===== config.mk =====
export PLATFORM = sky130hd
export DESIGN_NAME = sorted_min_priority_queue_flat
export DESIGN_NICKNAME = d
export VERILOG_FILES = /design/src/hdl/smpq_pkg.sv /design/src/hdl/smpq_in_if.sv /design/src/hdl/smpq_out_if.sv /design/src/hdl/smpq_datapath.sv /design/src/hdl/smpq_controller.sv /design/src/hdl/sorted_min_priority_queue.sv /design/src/flat_wrapper.sv
export SDC_FILE = /design/constraint.sdc
export NUM_CORES = 1
export LEC_CHECK = 0
export BUFFER_PORTS_ARGS = -buffer_cell sky130_fd_sc_hd__clkbuf_2
export CORE_MARGIN = 4
export CORE_UTILIZATION = 60
export CTS_CLUSTER_DIAMETER = 120
export CTS_CLUSTER_SIZE = 14
export DETAILED_ROUTE_END_ITERATION = 10
export PLACE_DENSITY = 0.85
export SYNTH_ARGS = -nofsm -noshare
export SYNTH_HDL_FRONTEND = slang
export SYNTH_SLANG_ARGS = --single-unit

===== constraint.sdc =====
create_clock -name clk -period 5.5 [get_ports clk]
set_input_delay 0.275 -clock clk [delete_from_list [all_inputs] [get_ports clk]]
set_output_delay 0.275 -clock clk [all_outputs]
set_load 0.01 [all_outputs]

===== src/hdl/smpq_pkg.sv =====
`timescale 1ns / 1ps
// ---------------------------------------------------------------------------
// smpq_pkg
// Shared types and constants of the sorted minimum priority queue.
// ---------------------------------------------------------------------------
package smpq_pkg;

  localparam int CAPACITY_DEFAULT = 16;
  localparam int KEY_W            = 32;
  localparam int COUNT_W          = 5;

  localparam logic FUNC_PUSH = 1'b0;
  localparam logic FUNC_POP  = 1'b1;

  typedef enum logic [1:0] {
    ST_DONE  = 2'd0,
    ST_FULL  = 2'd1,
    ST_EMPTY = 2'd2
  } status_t;

  typedef struct packed {
    logic    in_ready;
    logic    load;
    logic    rd_prev;
    logic    rd_head;
    logic    shift;
    logic    place;
    logic    pop;
    logic    result;
    status_t status;
  } cmd_t;

  typedef struct packed {
    logic in_valid;
    logic out_free;
    logic func_pop;
    logic empty;
    logic full;
    logic one_left;
    logic pos_zero;
    logic greater;
  } sts_t;

endpackage


===== src/hdl/smpq_in_if.sv =====
`timescale 1ns / 1ps
// ---------------------------------------------------------------------------
// smpq_in_if
// Request channel: operation code and key, with valid and ready.
// ---------------------------------------------------------------------------
interface smpq_in_if;
  import smpq_pkg::*;

  logic                    valid;
  logic                    ready;
  logic                    func;
  logic signed [KEY_W-1:0] key;

  modport source (output valid, func, key, input ready);
  modport sink (input valid, func, key, output ready);

endinterface


===== src/hdl/smpq_out_if.sv =====
`timescale 1ns / 1ps
// ---------------------------------------------------------------------------
// smpq_out_if
// Response channel: head key, occupancy and status, with valid and ready.
// ---------------------------------------------------------------------------
interface smpq_out_if;
  import smpq_pkg::*;

  logic                    valid;
  logic                    ready;
  logic signed [KEY_W-1:0] head_key;
  logic                    head_valid;
  logic [COUNT_W-1:0]      entry_count;
  logic [1:0]              status;

  modport source (output valid, head_key, head_valid, entry_count, status, input ready);
  modport sink (input valid, head_key, head_valid, entry_count, status, output ready);

endinterface


===== src/hdl/smpq_datapath.sv =====
`timescale 1ns / 1ps
// ---------------------------------------------------------------------------
// smpq_datapath
// Circular key memory with base pointer, insertion shifter and output register.
// ---------------------------------------------------------------------------
module smpq_datapath #(
  parameter int CAPACITY = smpq_pkg::CAPACITY_DEFAULT
) (
  input  logic           clk,
  input  logic           rst,
  input  smpq_pkg::cmd_t cmd,
  output smpq_pkg::sts_t sts,
  smpq_in_if.sink        req,
  smpq_out_if.source     rsp
);
  import smpq_pkg::*;

  localparam int PW = $clog2(CAPACITY);
  localparam int CW = $clog2(CAPACITY + 1);

  function automatic logic [PW-1:0] phys(input logic [PW-1:0] b, input logic [CW-1:0] off);
    logic [CW:0] sum;
    sum = (CW + 1)'(b) + (CW + 1)'(off);
    if (sum >= (CW + 1)'(CAPACITY)) begin
      sum = sum - (CW + 1)'(CAPACITY);
    end
    return PW'(sum);
  endfunction

  logic signed [KEY_W-1:0] mem [CAPACITY];
  logic [PW-1:0]           base;
  logic [CW-1:0]           count;
  logic [CW-1:0]           pos;
  logic                    func;
  logic signed [KEY_W-1:0] key;
  logic signed [KEY_W-1:0] head;
  logic signed [KEY_W-1:0] rd_data;
  logic [PW-1:0]           rd_addr;
  logic [PW-1:0]           wr_addr;
  logic signed [KEY_W-1:0] wr_data;
  logic                    out_valid;

  assign rd_addr = cmd.rd_head ? phys(base, CW'(1)) : phys(base, pos - CW'(1));
  assign wr_addr = phys(base, pos);
  assign wr_data = cmd.shift ? rd_data : key;

  assign req.ready    = cmd.in_ready;
  assign rsp.valid    = out_valid;

  assign sts.in_valid = req.valid;
  assign sts.out_free = !out_valid || rsp.ready;
  assign sts.func_pop = (func == FUNC_POP);
  assign sts.empty    = (count == '0);
  assign sts.full     = (count == CW'(CAPACITY));
  assign sts.one_left = (count == CW'(1));
  assign sts.pos_zero = (pos == '0);
  assign sts.greater  = (rd_data > key);

  always_ff @(posedge clk) begin
    if (cmd.load) begin
      func <= req.func;
      key  <= req.key;
    end
    if (cmd.rd_prev || cmd.rd_head) begin
      rd_data <= mem[rd_addr];
    end
    if (cmd.shift || cmd.place) begin
      mem[wr_addr] <= wr_data;
    end
    if (cmd.place && pos == '0) begin
      head <= key;
    end else if (cmd.pop) begin
      head <= rd_data;
    end
    if (cmd.result) begin
      rsp.head_key    <= (count != '0) ? head : '0;
      rsp.head_valid  <= (count != '0);
      rsp.entry_count <= COUNT_W'(count);
      rsp.status      <= cmd.status;
    end
  end

  always_ff @(posedge clk) begin
    if (rst) begin
      base      <= '0;
      count     <= '0;
      pos       <= '0;
      out_valid <= 1'b0;
    end else begin
      if (cmd.load) begin
        pos <= count;
      end else if (cmd.shift) begin
        pos <= pos - CW'(1);
      end
      if (cmd.place) begin
        count <= count + CW'(1);
      end else if (cmd.pop) begin
        count <= count - CW'(1);
        base  <= phys(base, CW'(1));
      end
      if (cmd.result) begin
        out_valid <= 1'b1;
      end else if (rsp.ready) begin
        out_valid <= 1'b0;
      end
    end
  end

endmodule


===== src/hdl/smpq_controller.sv =====
`timescale 1ns / 1ps
// ---------------------------------------------------------------------------
// smpq_controller
// Sequences push insertion, pop and the response for one transaction.
// ---------------------------------------------------------------------------
module smpq_controller (
  input  logic           clk,
  input  logic           rst,
  input  smpq_pkg::sts_t sts,
  output smpq_pkg::cmd_t cmd
);
  import smpq_pkg::*;

  typedef enum logic [2:0] {
    S_IDLE,
    S_DECIDE,
    S_CMP,
    S_POPW,
    S_FIN
  } state_t;

  state_t  state;
  status_t status_q;

  always_comb begin
    cmd          = '0;
    cmd.status   = status_q;
    cmd.in_ready = (state == S_IDLE);
    unique case (state)
      S_IDLE: begin
        cmd.load = sts.in_valid;
      end
      S_DECIDE: begin
        if (sts.func_pop) begin
          if (!sts.empty) begin
            if (sts.one_left) begin
              cmd.pop = 1'b1;
            end else begin
              cmd.rd_head = 1'b1;
            end
          end
        end else if (!sts.full) begin
          if (sts.pos_zero) begin
            cmd.place = 1'b1;
          end else begin
            cmd.rd_prev = 1'b1;
          end
        end
      end
      S_CMP: begin
        if (sts.greater) begin
          cmd.shift = 1'b1;
        end else begin
          cmd.place = 1'b1;
        end
      end
      S_POPW: begin
        cmd.pop = 1'b1;
      end
      S_FIN: begin
        cmd.result = sts.out_free;
      end
      default: begin
        cmd.load = 1'b0;
      end
    endcase
  end

  always_ff @(posedge clk) begin
    if (rst) begin
      state    <= S_IDLE;
      status_q <= ST_DONE;
    end else begin
      unique case (state)
        S_IDLE: begin
          if (sts.in_valid) begin
            status_q <= ST_DONE;
            state    <= S_DECIDE;
          end
        end
        S_DECIDE: begin
          if (sts.func_pop) begin
            if (sts.empty) begin
              status_q <= ST_EMPTY;
              state    <= S_FIN;
            end else if (sts.one_left) begin
              state <= S_FIN;
            end else begin
              state <= S_POPW;
            end
          end else if (sts.full) begin
            status_q <= ST_FULL;
            state    <= S_FIN;
          end else if (sts.pos_zero) begin
            state <= S_FIN;
          end else begin
            state <= S_CMP;
          end
        end
        S_CMP: begin
          state <= sts.greater ? S_DECIDE : S_FIN;
        end
        S_POPW: begin
          state <= S_FIN;
        end
        S_FIN: begin
          if (sts.out_free) begin
            state <= S_IDLE;
          end
        end
        default: begin
          state <= S_IDLE;
        end
      endcase
    end
  end

endmodule


===== src/hdl/sorted_min_priority_queue.sv =====
`timescale 1ns / 1ps
// A push moves each stored key that is greater than the new key up by one slot, starting
// from the tail; each of those costs one memory read and one memory write in the key
// memory. A push to a full queue is dropped with status FULL; a pop returns EMPTY status
// when the queue is empty. Transactions are handled one at a time: the next one can be
// accepted in the cycle after the response is loaded.
// Reset clears the count, base pointer and control; the key memory is not cleared.
// ---------------------------------------------------------------------------
// sorted_min_priority_queue
// Bounded minimum priority queue of signed keys kept in ascending order.
// ---------------------------------------------------------------------------
module sorted_min_priority_queue #(
  parameter int CAPACITY = smpq_pkg::CAPACITY_DEFAULT
) (
  input logic        clk,
  input logic        rst,
  smpq_in_if.sink    req,
  smpq_out_if.source rsp
);
  import smpq_pkg::*;

  cmd_t cmd;
  sts_t sts;

  smpq_controller u_controller (
    .clk (clk),
    .rst (rst),
    .sts (sts),
    .cmd (cmd)
  );

  smpq_datapath #(
    .CAPACITY (CAPACITY)
  ) u_datapath (
    .clk (clk),
    .rst (rst),
    .cmd (cmd),
    .sts (sts),
    .req (req),
    .rsp (rsp)
  );

endmodule


===== src/flat_wrapper.sv =====
// flat-port wrapper written by rule: the top's interface ports become plain ports
module sorted_min_priority_queue_flat import smpq_pkg::*;
#(
  parameter int CAPACITY = smpq_pkg::CAPACITY_DEFAULT
)
  (clk, rst, req_valid, req_func, req_key, req_ready, rsp_valid, rsp_head_key, rsp_head_valid, rsp_entry_count, rsp_status, rsp_ready);
  smpq_in_if req_i ();
  smpq_out_if rsp_i ();
  input logic clk;
  input logic rst;
  input wire logic [$bits(req_i.valid)-1:0] req_valid;
  input wire logic [$bits(req_i.func)-1:0] req_func;
  input wire logic [$bits(req_i.key)-1:0] req_key;
  output wire logic [$bits(req_i.ready)-1:0] req_ready;
  output wire logic [$bits(rsp_i.valid)-1:0] rsp_valid;
  output wire logic [$bits(rsp_i.head_key)-1:0] rsp_head_key;
  output wire logic [$bits(rsp_i.head_valid)-1:0] rsp_head_valid;
  output wire logic [$bits(rsp_i.entry_count)-1:0] rsp_entry_count;
  output wire logic [$bits(rsp_i.status)-1:0] rsp_status;
  input wire logic [$bits(rsp_i.ready)-1:0] rsp_ready;
  assign req_i.valid = req_valid;
  assign req_i.func = req_func;
  assign req_i.key = req_key;
  assign req_ready = req_i.ready;
  assign rsp_valid = rsp_i.valid;
  assign rsp_head_key = rsp_i.head_key;
  assign rsp_head_valid = rsp_i.head_valid;
  assign rsp_entry_count = rsp_i.entry_count;
  assign rsp_status = rsp_i.status;
  assign rsp_i.ready = rsp_ready;
  sorted_min_priority_queue #(.CAPACITY(CAPACITY)) u_core (.clk(clk), .rst(rst), .req(req_i), .rsp(rsp_i));
endmodule

**Yosys cells after proc, flatten, opt, wreduce, memory -nomap -nowiden**

Memory sizes are Yosys's and may differ from the RTL's. A register that Yosys moved wholly into a read port is not among the register bits.
Cells that the tools add are included.

- Add/sub/neg operators: 9
- Mux-type cells: 49
- Magnitude comparators: 4
- Reductions and logical operators: 17
- Bitwise logic cells: 1
- Eq/ne operators: 10

Operator list:

| kind | number |
|---|---|
| 2-to-1 mux 32 bit | 3 |
| > comparator 32 bit | 1 |
| 2-to-1 mux 3 bit | 8 |
| 2-to-1 mux 1 bit | 21 |
| 2-to-1 mux 5 bit | 4 |
| 2-to-1 mux 4 bit | 4 |
| case mux 3 bit (5 select lines) | 1 |
| adder 4 x 5 -> 6 bit | 2 |
| greater-or-equal comparator 6 x 5 -> 1 bit, second input constant | 2 |
| subtractor 4 x 1 -> 4 bit, second input constant | 3 |
| zero test 5 bit | 2 |
| 2-to-1 mux 2 bit | 5 |
| nonzero test 2 bit | 5 |
| subtractor 5 x 1 -> 5 bit, second input constant | 2 |
| equality test 3 x 2 -> 1 bit, second input constant | 2 |
| != test 3 bit, second input constant | 2 |
| adder 4 x 1 -> 5 bit, second input constant | 1 |
| adder 5 x 1 -> 5 bit, second input constant | 1 |
| equality test 5 x 1 -> 1 bit, second input constant | 1 |
| equality test 5 bit, second input constant | 1 |
| greater-or-equal comparator 5 bit, second input constant | 1 |
| nonzero test 5 bit | 1 |
| != test 2 bit, second input constant | 2 |
| case mux 1 bit (2 select lines) | 2 |
| other kinds (10) | 13 |

- Output and inout port bits: 42
- Input bits: 37
- Register bits: 125
- Memory bits (writable): 512
- Word-level logic and storage cells: 104
- Memories kept: 1

Memory list:

| name | depth | width | read ports | clocked after Yosys merged registers in | write ports | line | text |
|---|---|---|---|---|---|---|---|
| u_core.u_datapath.mem | 16 | 32 | 1 | 1 | 1 | smpq_datapath.sv:30 | `logic signed [KEY_W-1:0] mem [CAPACITY];` |

**Logic depth before layout (Yosys ltp)**

Gate-level depths: netlist of the first run.

- Depth in word-level cells: 8
- Gate-level depth with buffers: 13
- Gate-level depth less buffers: 11

**Modules after synthesis**

From an unflattened synthesis of the first run, not the netlist that was laid out.

- Cells, all modules: 1680
- Area, all modules: 27891.8 um^2

By module, submodules not included:

| module | seq. area each (um^2) | cells each | times used | area each (um^2) |
|---|---|---|---|---|
| smpq_datapath | 19789.0 | 1632 | 1 | 27511.4 |
| smpq_controller | 100.1 | 48 | 1 | 380.4 |

**Least setup slack after synthesis of the first run**

No wires, ideal clock.

- Kind: flip-flop to flip-flop
- Start: register u_core.u_datapath.pos[0]
- End: memory u_core.u_datapath.mem[1][0], enable pin
- Data arrival time: 3.452 ns
- Clock period less this slack: 3.873 ns
- Path slack: 1.627 ns
- Buffers on the path: 0
- Stages on the path, launching flop included: 9
- Library setup time: 0.421 ns
- Cell sequence: dfxtp_1 inv_1 ha_1 or4b_4 nor2_1 nand4_1 a21oi_2 or3b_2 nor2_1

- Cells in the longest elaborated chain, start to end: 8
- Elaborated cells between the ends (all ways): 12
- Those cells by class: add/sub (2); order compare (1); mux (7); reduce/logical (2)

Ends and longest elaborated chain:

| what | line | text |
|---|---|---|
| start: declaration | smpq_datapath.sv:33 | `logic [CW-1:0] pos;` |
| start signal: assignment | smpq_datapath.sv:91 | `pos <= count;` |
| start signal: assignment | smpq_datapath.sv:93 | `pos <= pos - CW'(1);` |
| branches (longest 8 deep; another with adder 4 x 5 -> 6 bit) | -- |  |
| end: declaration | smpq_datapath.sv:30 |  |

Parallel ways; which one is timed is not known.

**Final worst setup path of the first run**

- Start: register u_core.u_datapath.rd_data[14], read port of u_core.u_datapath.mem
- End: memory u_core.u_datapath.mem[4][21], data pin

- Cells in the longest elaborated chain, start to end: 4

Ends and longest elaborated chain:

| what | line | text |
|---|---|---|
| start: declaration | smpq_datapath.sv:37 | `logic signed [KEY_W-1:0] rd_data;` |
| > comparator 32 bit | smpq_datapath.sv:57 | `assign sts.greater = (rd_data > key);` |
| 2-to-1 mux 1 bit | smpq_controller.sv:51 | `if (sts.greater) begin` |
| 2-to-1 mux 1 bit | smpq_controller.sv:29 | `unique case (state)` |
| 2-to-1 mux 32 bit | smpq_datapath.sv:45 | `assign wr_data = cmd.shift ? rd_data : key;` |
| net u_core.u_datapath.wr_data[21] | smpq_datapath.sv:40 | `logic signed [KEY_W-1:0] wr_data;` |

The timed path passes the listed nets, and every way through them passes these cells.

==> results of run 1 <==
==> area by class of cell <==
cell class | instances | area [sq um]
flip-flops and latches | 669 | 19900
fillers | 2674 | 14300
multi-input cells | 640 | 6650
clock buffers | 62 | 1360
repair buffers | 151 | 1060
well taps | 592 | 741
inverters | 43 | 161
clock inverters | 4 | 42.5
==> cells in the mapped netlist, drive strengths merged, types with 2 or more instances <==
library cell  count  share of area
edfxtp          649           0.72
mux4            128           0.11
mux2i            98          0.036
nand2            85          0.012
o21ai            76          0.014
buf              45          0.012
ha               43          0.020
inv              43         0.0060
nor2             39         0.0057
nor2b            35         0.0081
a21oi            30         0.0059
dfxtp            20          0.015
clkbuf           16         0.0023
nor3             16         0.0030
xnor2            11         0.0036
a21o              7         0.0020
nand3             7         0.0018
nand4             7         0.0016
xor2              6         0.0020
or3               4        0.00093
and2              3        0.00070
mux2              3         0.0013
nand2b            3        0.00098
nand3b            3        0.00084
o21a              3        0.00084
a211oi            2        0.00074
a21boi            2        0.00056
a31oi             2        0.00047
fa                2         0.0015
nor4              2        0.00047
o211ai            2        0.00074
o31a              2        0.00065
==> state kept, by name (all words and copies together) (netlist names), 2 cells and up <==
register and flops:
u_core.u_datapath.mem 512, u_core.u_datapath.head 32, u_core.u_datapath.key 32, u_core.u_datapath.rd_data 32, u_core.u_datapath.rsp.head_key 32, u_core.u_datapath.count 5
u_core.u_datapath.pos 5, u_core.u_datapath.rsp.entry_count 5, u_core.u_datapath.base 4, u_core.u_controller.state 3, u_core.u_controller.status_q 2, u_core.u_datapath.rsp.status 2
==> logic make-up after synthesis <==
| family | after synthesis | synth area share |
|---|---|---|
| DFF | 669 | 0.740 |
| muxes | 229 | 0.145 |
| and+or+nand+nor | 213 | 0.0390 |
| AOI/OAI and AO/OA | 136 | 0.0292 |
| buffers and inverters | 104 | 0.0200 |
| adders and majority gates | 45 | 0.0215 |
| xor gates and xnor gates | 17 | 0.00554 |
==> worst max-delay path: cells and delay by family (launching register included) <==
family / cells / cell delay [ns]
simple gates: 4 / 1.79
fa+ha+maj: 1 / 0.37
buf+inv: 1 / 0.38
compound gates: 4 / 1.18
flops: 1 / 0.43
==> how the worst max path moves through the flow <==
stage | to | from | slack (ns) | cells after the start
after global routing | u_core.u_datapath.mem[14][22] | u_core.u_datapath.rd_data[31] | 0.68 | 9
final | u_core.u_datapath.mem[4][21] | u_core.u_datapath.rd_data[14] | 0.98 | 10
after floorplan | u_core.u_datapath.mem[1][0] | u_core.u_datapath.pos[0] | 1.63 | 8
after detailed placement | u_core.u_datapath.mem[4][21] | u_core.u_datapath.rd_data[15] | 1.09 | 10
after global placement | u_core.u_datapath.mem[5][23] | u_core.u_datapath.rd_data[15] | 1.31 | 10
after CTS | u_core.u_datapath.mem[4][21] | u_core.u_datapath.rd_data[14] | 1.02 | 10
==> power by group through the flow <==
stage	Clock, mW	Sequential, mW	Combinational, mW
floorplan	0	5.95	1.01
global route	3.63	5.85	1.52
CTS	3.43	5.85	1.42
global placement	0	5.95	1.34
finish	3.39	5.84	1.42
detailed placement	0	5.95	1.38
==> stage by stage <==
stage	std cells	setup slack [ns]	utilization
finish	2161	0.985	0.676
global route	2161	0.684	0.676
CTS	2161	1.02	0.676
detailed placement	2062	1.09	0.637
global placement	2062	1.31	0.637
floorplan	1413	1.63	-
==> layer usage <==
| metal | track usage | up-vias | routed length, microns |
|---|---|---|---|
| met4 | 0.0760 | 0 | 1610 |
| met2 | 0.412 | 844 | 29400 |
| li1 | - | 5878 | - |
| met3 | 0.0433 | 118 | 5470 |
| met5 | 0 | - | 0 |
| met1 | 0.349 | 7085 | 22300 |
==> out/qor.csv, run 1 <==
metric,value,unit
die height,220,microns
period utilization,0.821,
Congestion Overflow GR,0,
RSZ-0062 raised after global routing,false,
register area share after synthesis,0.740,
Synth Register Bits,669,
syn_nets,1495,
TritonCTS clock tree,done,
Hold Crit Depth,4,
share of cells above drive strength 1,0.218,
cts repair resizes,0,
Leakage,9.96,nW
n_diodes,0,
input/output buffers,78,
"critical path, cell by cell",ha_1 -> nand4_1 -> nor4_1 -> a21boi_1 -> o31a_1 -> o211ai_2 -> nor2_4 -> buf_4 -> nand2_1 -> o21ai_1,
Placer Congestion,0.794,
Achievable Freq,221,MHz
Clock transition at path regs,0.07,ns
max_cap viols,0,
Slew @ Worst Pin,1.14,ns
Remaining DRCs,0,
Nets,1640,
initial antenna violation count,1,
CTS Buf Count,53,
Int Pwr,8.12,mW
DP Area,0.0282,sq mm
Design Power,10.6,mW
hpwl dp,32.0,mm
IO Count,79,
largest fanout on the critical path,28,
CP Data Arrival Time,4.77,ns
vias in the first global route,14100,
# clock sinks,669,
Iteration-0 DRC Markers,1920,
H-tree depth,2,
Die Outline Area,0.0483,sq mm
Ys Warns,0,
Hold WS,0.0323,ns
hold endpoint,u_core.u_datapath.rsp.valid,
drt via density,6.44,
average size of a mapped cell,19.0,sq um
die width,220,microns
Layout Skew,0.0277,ns
CP max stage delay,0.73,ns
clock power share,0.318,
synthesized area,0.0269,sq mm
crit end category,register,
core region area,0.0442,sq mm
"commonest non-fill, non-tap cell in the layout",edfxtp_1,
Row Count,77,
most frequent cells in the layout,"edfxtp_1, mux4_2, mux2i_1",
kind of critical path,register to register,
FF-to-FF End,u_core.u_datapath.mem[4][21],
"Clk Latency, worst-skew pair",0.61,ns
Tot GR Track Use,0.250,
Critical R2R Launch,u_core.u_datapath.rd_data[14],
hold_buf cts,33,
status,"complete, no violations",
WP data required,5.75,ns
Clock Tree Root,clkbuf_16,
TNS Setup,0,ns
Main synth FF type,edfxtp_1,
Hold Crit Class,primary input to register,
post-CTS setup buffers,0,
# setup viols final,0,
cell count after synthesis,1413,
largest net degree at the start of global routing,129,
slew margin rel.,0.237,
post-route cell area,0.0299,sq mm
fin. max-slew vios,0,
Sw Pwr,2.53,mW
Post-synth EDFFs,649,
async set-reset flop share out of synthesis,0,
Final Critical Period,4.52,ns
Worst R2R Path Depth,10,
initial core utilization,0.608,
wire per inst,27.2,microns
global-route wire length before repair,88.3,mm
Yosys cell types,63,
worst reg2reg setup slack,0.98,ns
PwrDens,356,mW/mm^2
Clock Path Buffers,3,
sequential power share,0.549,
Final Hold Fails,0,
TritonRoute pass-1 iters,5,
Switching Share,0.237,
antenna-violating nets left,0,
Layout area overhead,11.2,%
Worst VDD drop,0.000314,V
Via Count,13900,
combinational share of power,0.133,
Hold Crit Start,rsp_ready,
Worst path slowest cell,nor4_1,
Startpoint Class,register,
final wirelength,58.8,mm
Power figures use the tool's default switching activity.
==> inputs of run 2 (changes only) <==
Settings changed: ABC_AREA from default to 1.
Clock period 5.5 ns to 4.5 ns, I/O delays scaled along.
==> out/qor.csv, run 2 <==
metric,value,unit,change
status,"complete, no violations",,
largest net degree at the start of global routing,119,,-7.8%
antenna-violating nets left,0,,unchanged
"Clk Latency, worst-skew pair",0.59,ns,-0.02 ns
Achievable Freq,264,MHz,+19%
Clock Path Buffers,3,,unchanged
DP Area,0.0291,sq mm,+3.3%
die width,223,microns,+1.7%
max_cap viols,0,,unchanged
cell accounting for the most synthesized area,edfxtp_1,,
post-CTS setup buffers,0,,unchanged
crit end category,register,,
share of cells above drive strength 1,0.104,,-0.114
wire per inst,23.3,microns,-14%
most frequent cells in the layout,"edfxtp_1, o21ai_0, inv_1",,
hold_buf cts,34,,+3.0%
syn_nets,2299,,+54%
CP Data Arrival Time,4.08,ns,-0.69 ns
fin. max-slew vios,0,,unchanged
Clock transition at path regs,0.07,ns,about the same
drt via density,6.38,,-1.0%
CTS Buf Count,53,,unchanged
global-route wire length before repair,105,mm,+18%
initial core utilization,0.610,,+0.00254
# setup viols final,0,,unchanged
Slew @ Worst Pin,1.02,ns,-0.118 ns
# clock sinks,669,,unchanged
register area share after synthesis,0.715,,-0.0250
H-tree depth,2,,unchanged
initial antenna violation count,2,,+1
Via Count,18800,,+35%
Post-synth EDFFs,649,,unchanged
Biggest register,u_core.u_datapath.mem,,
sequential power share,0.361,,-0.188
worst reg2reg setup slack,0.72,ns,-0.27 ns
Hold WS,0.0144,ns,-0.0179 ns
Iteration-0 DRC Markers,2860,,+49%
largest fanout on the critical path,73,,+160%
Clock Tree Root,clkbuf_16,,
RSZ-0062 raised after global routing,false,,
synthesized area,0.0278,sq mm,+3.5%
slew margin rel.,0.318,,+0.0804
hpwl dp,38.8,mm,+21%
core region area,0.0456,sq mm,+3.1%
clock power share,0.176,,-0.142
synth cell count leaders,"edfxtp_1, o21ai_0, inv_1",,
Tot GR Track Use,0.269,,+0.0189
cell count after synthesis,2217,,+57%
Leakage,11.4,nW,+15%
combinational share of power,0.463,,+0.330
Switching Share,0.429,,+0.191
die height,223,microns,+1.7%
Main synth FF type,edfxtp_1,,
Non-Filler Instances,2950,,+37%
n_diodes,0,,unchanged
Layout area overhead,11.0,%,
Die Outline Area,0.0499,sq mm,+3.4%
Remaining DRCs,0,,unchanged
most frequent cell after synthesis,edfxtp_1,,
Ys Warns,0,,unchanged
input/output buffers,78,,unchanged
kind of critical path,register to register,,
cts repair resizes,0,,unchanged
TritonCTS clock tree,done,,
async set-reset flop share out of synthesis,0,,unchanged
Startpoint Class,register,,
final wirelength,68.8,mm,+17%
Layout Skew,0.0239,ns,-0.00377 ns
vias in the first global route,18600,,+31%
Final Critical Period,3.78,ns,-0.730 ns
"top cells by area, synth","edfxtp_1, o211ai_1, o21ai_0, inv_1, nor2_1",,
Nets,2420,,+48%
average size of a mapped cell,12.6,sq um,-34%
PwrDens,768,mW/mm^2,+120%
Sw Pwr,10.2,mW,+300%
post-route cell area,0.0309,sq mm,+3.2%
DP Cell Count,2849,,+38%
Final Util,0.677,,+0.00120
TritonRoute pass-1 iters,7,,+2
"commonest non-fill, non-tap cell in the layout",edfxtp_1,,
Yosys cell types,39,,-38%
Placer Congestion,0.856,,+7.9%
Yosys top cell area share,0.700,,-0.0245
Largest register FFs,512,,unchanged
TNS Setup,0,ns,unchanged
Final Hold Fails,0,,unchanged
Synth Register Bits,669,,unchanged
period utilization,0.841,,+0.0201
Congestion Overflow GR,0,,unchanged
Row Count,78,,+1.3%
Hold Crit Class,primary input to register,,
Int Pwr,13.6,mW,+67%
Worst VDD drop,0.00101,V,+220%
IO Count,79,,unchanged
WP data required,4.80,ns,-0.95 ns
-- run 2: final timing paths --
kind	startpoint	endpoint	cells past startpoint
min	rsp_ready	u_core.u_datapath.rsp.valid	4
max	u_core.u_datapath.count[0]	u_core.u_datapath.rd_data[18]	17
max reg2reg	u_core.u_datapath.count[0]	u_core.u_datapath.rd_data[18]	17
min reg2reg	u_core.u_controller.status_q[0]	u_core.u_datapath.rsp.status[0]	0
-- run 2: cell type report --
type	count	area, sq um
fillers	2783	14700
repair buffers	190	1440
clock buffers	65	1410
inverters	235	885
clock inverters	2	13.8
multi-input cells	1189	6480
well taps	600	751
flip-flops and latches	669	19900
-- run 2: cell families (layout without fill, tap and decap cells) --
family | count (synthesis) | in the layout | share of synthesized area
flip-flops | 669 | 669 | 0.715
buffers and inverters | 359 | 492 | 0.0546
XOR/XNOR | 16 | 16 | 0.00504
AO/OA/AOI/OAI | 634 | 634 | 0.131
adder cells (fa/ha/maj) | 45 | 45 | 0.0208
AND/OR/NAND/NOR | 494 | 494 | 0.0735
-- run 2: power groups by stage --
stage / Clock (mW) / Combinational [mW] / Sequential, mW
3_5_place_dp: 0 / 10.4 / 8.68
3_3_place_gp: 0 / 9.92 / 8.64
6_report: 4.17 / 11.0 / 8.57
2_1_floorplan: 0 / 6.89 / 8.65
4_1_cts: 4.18 / 10.7 / 8.56
5_1_grt: 4.46 / 11.8 / 8.60
-- run 2: critical path, stage by stage, from the launching register on --
cell and delay, ns:
dfxtp_1 0.49, inv_1 0.11, ha_1 0.25, nand2_2 0.10
nor2_4 0.05, nand2_4 0.31, nand2_1 0.13, inv_2 0.09
nand2_2 0.08, nor2_4 0.21, nand2_2 0.13, nand2_8 0.39
buf_4 0.42, nand2_1 0.09, o211ai_1 0.09, o211ai_1 0.13
o211ai_1 0.19, nand2_1 0.20
-- run 2: routing by layer --
metal / track usage / vias to the layer above / part of all wire
met2: 0.447 / 1426 / 0.49
met5: 0 / - / 0
met3: 0.0524 / 223 / 0.12
met4: 0.0950 / 0 / 0.037
li1: - / 8168 / -
met1: 0.359 / 8993 / 0.35
-- run 2: stage by stage --
step,power [mW],worst slack [ns]
5_1_grt,24.8,0.539
3_5_place_dp,19.1,0.795
4_1_cts,23.4,0.786
2_1_floorplan,15.5,0.874
3_3_place_gp,18.6,0.944
6_report,23.7,0.715
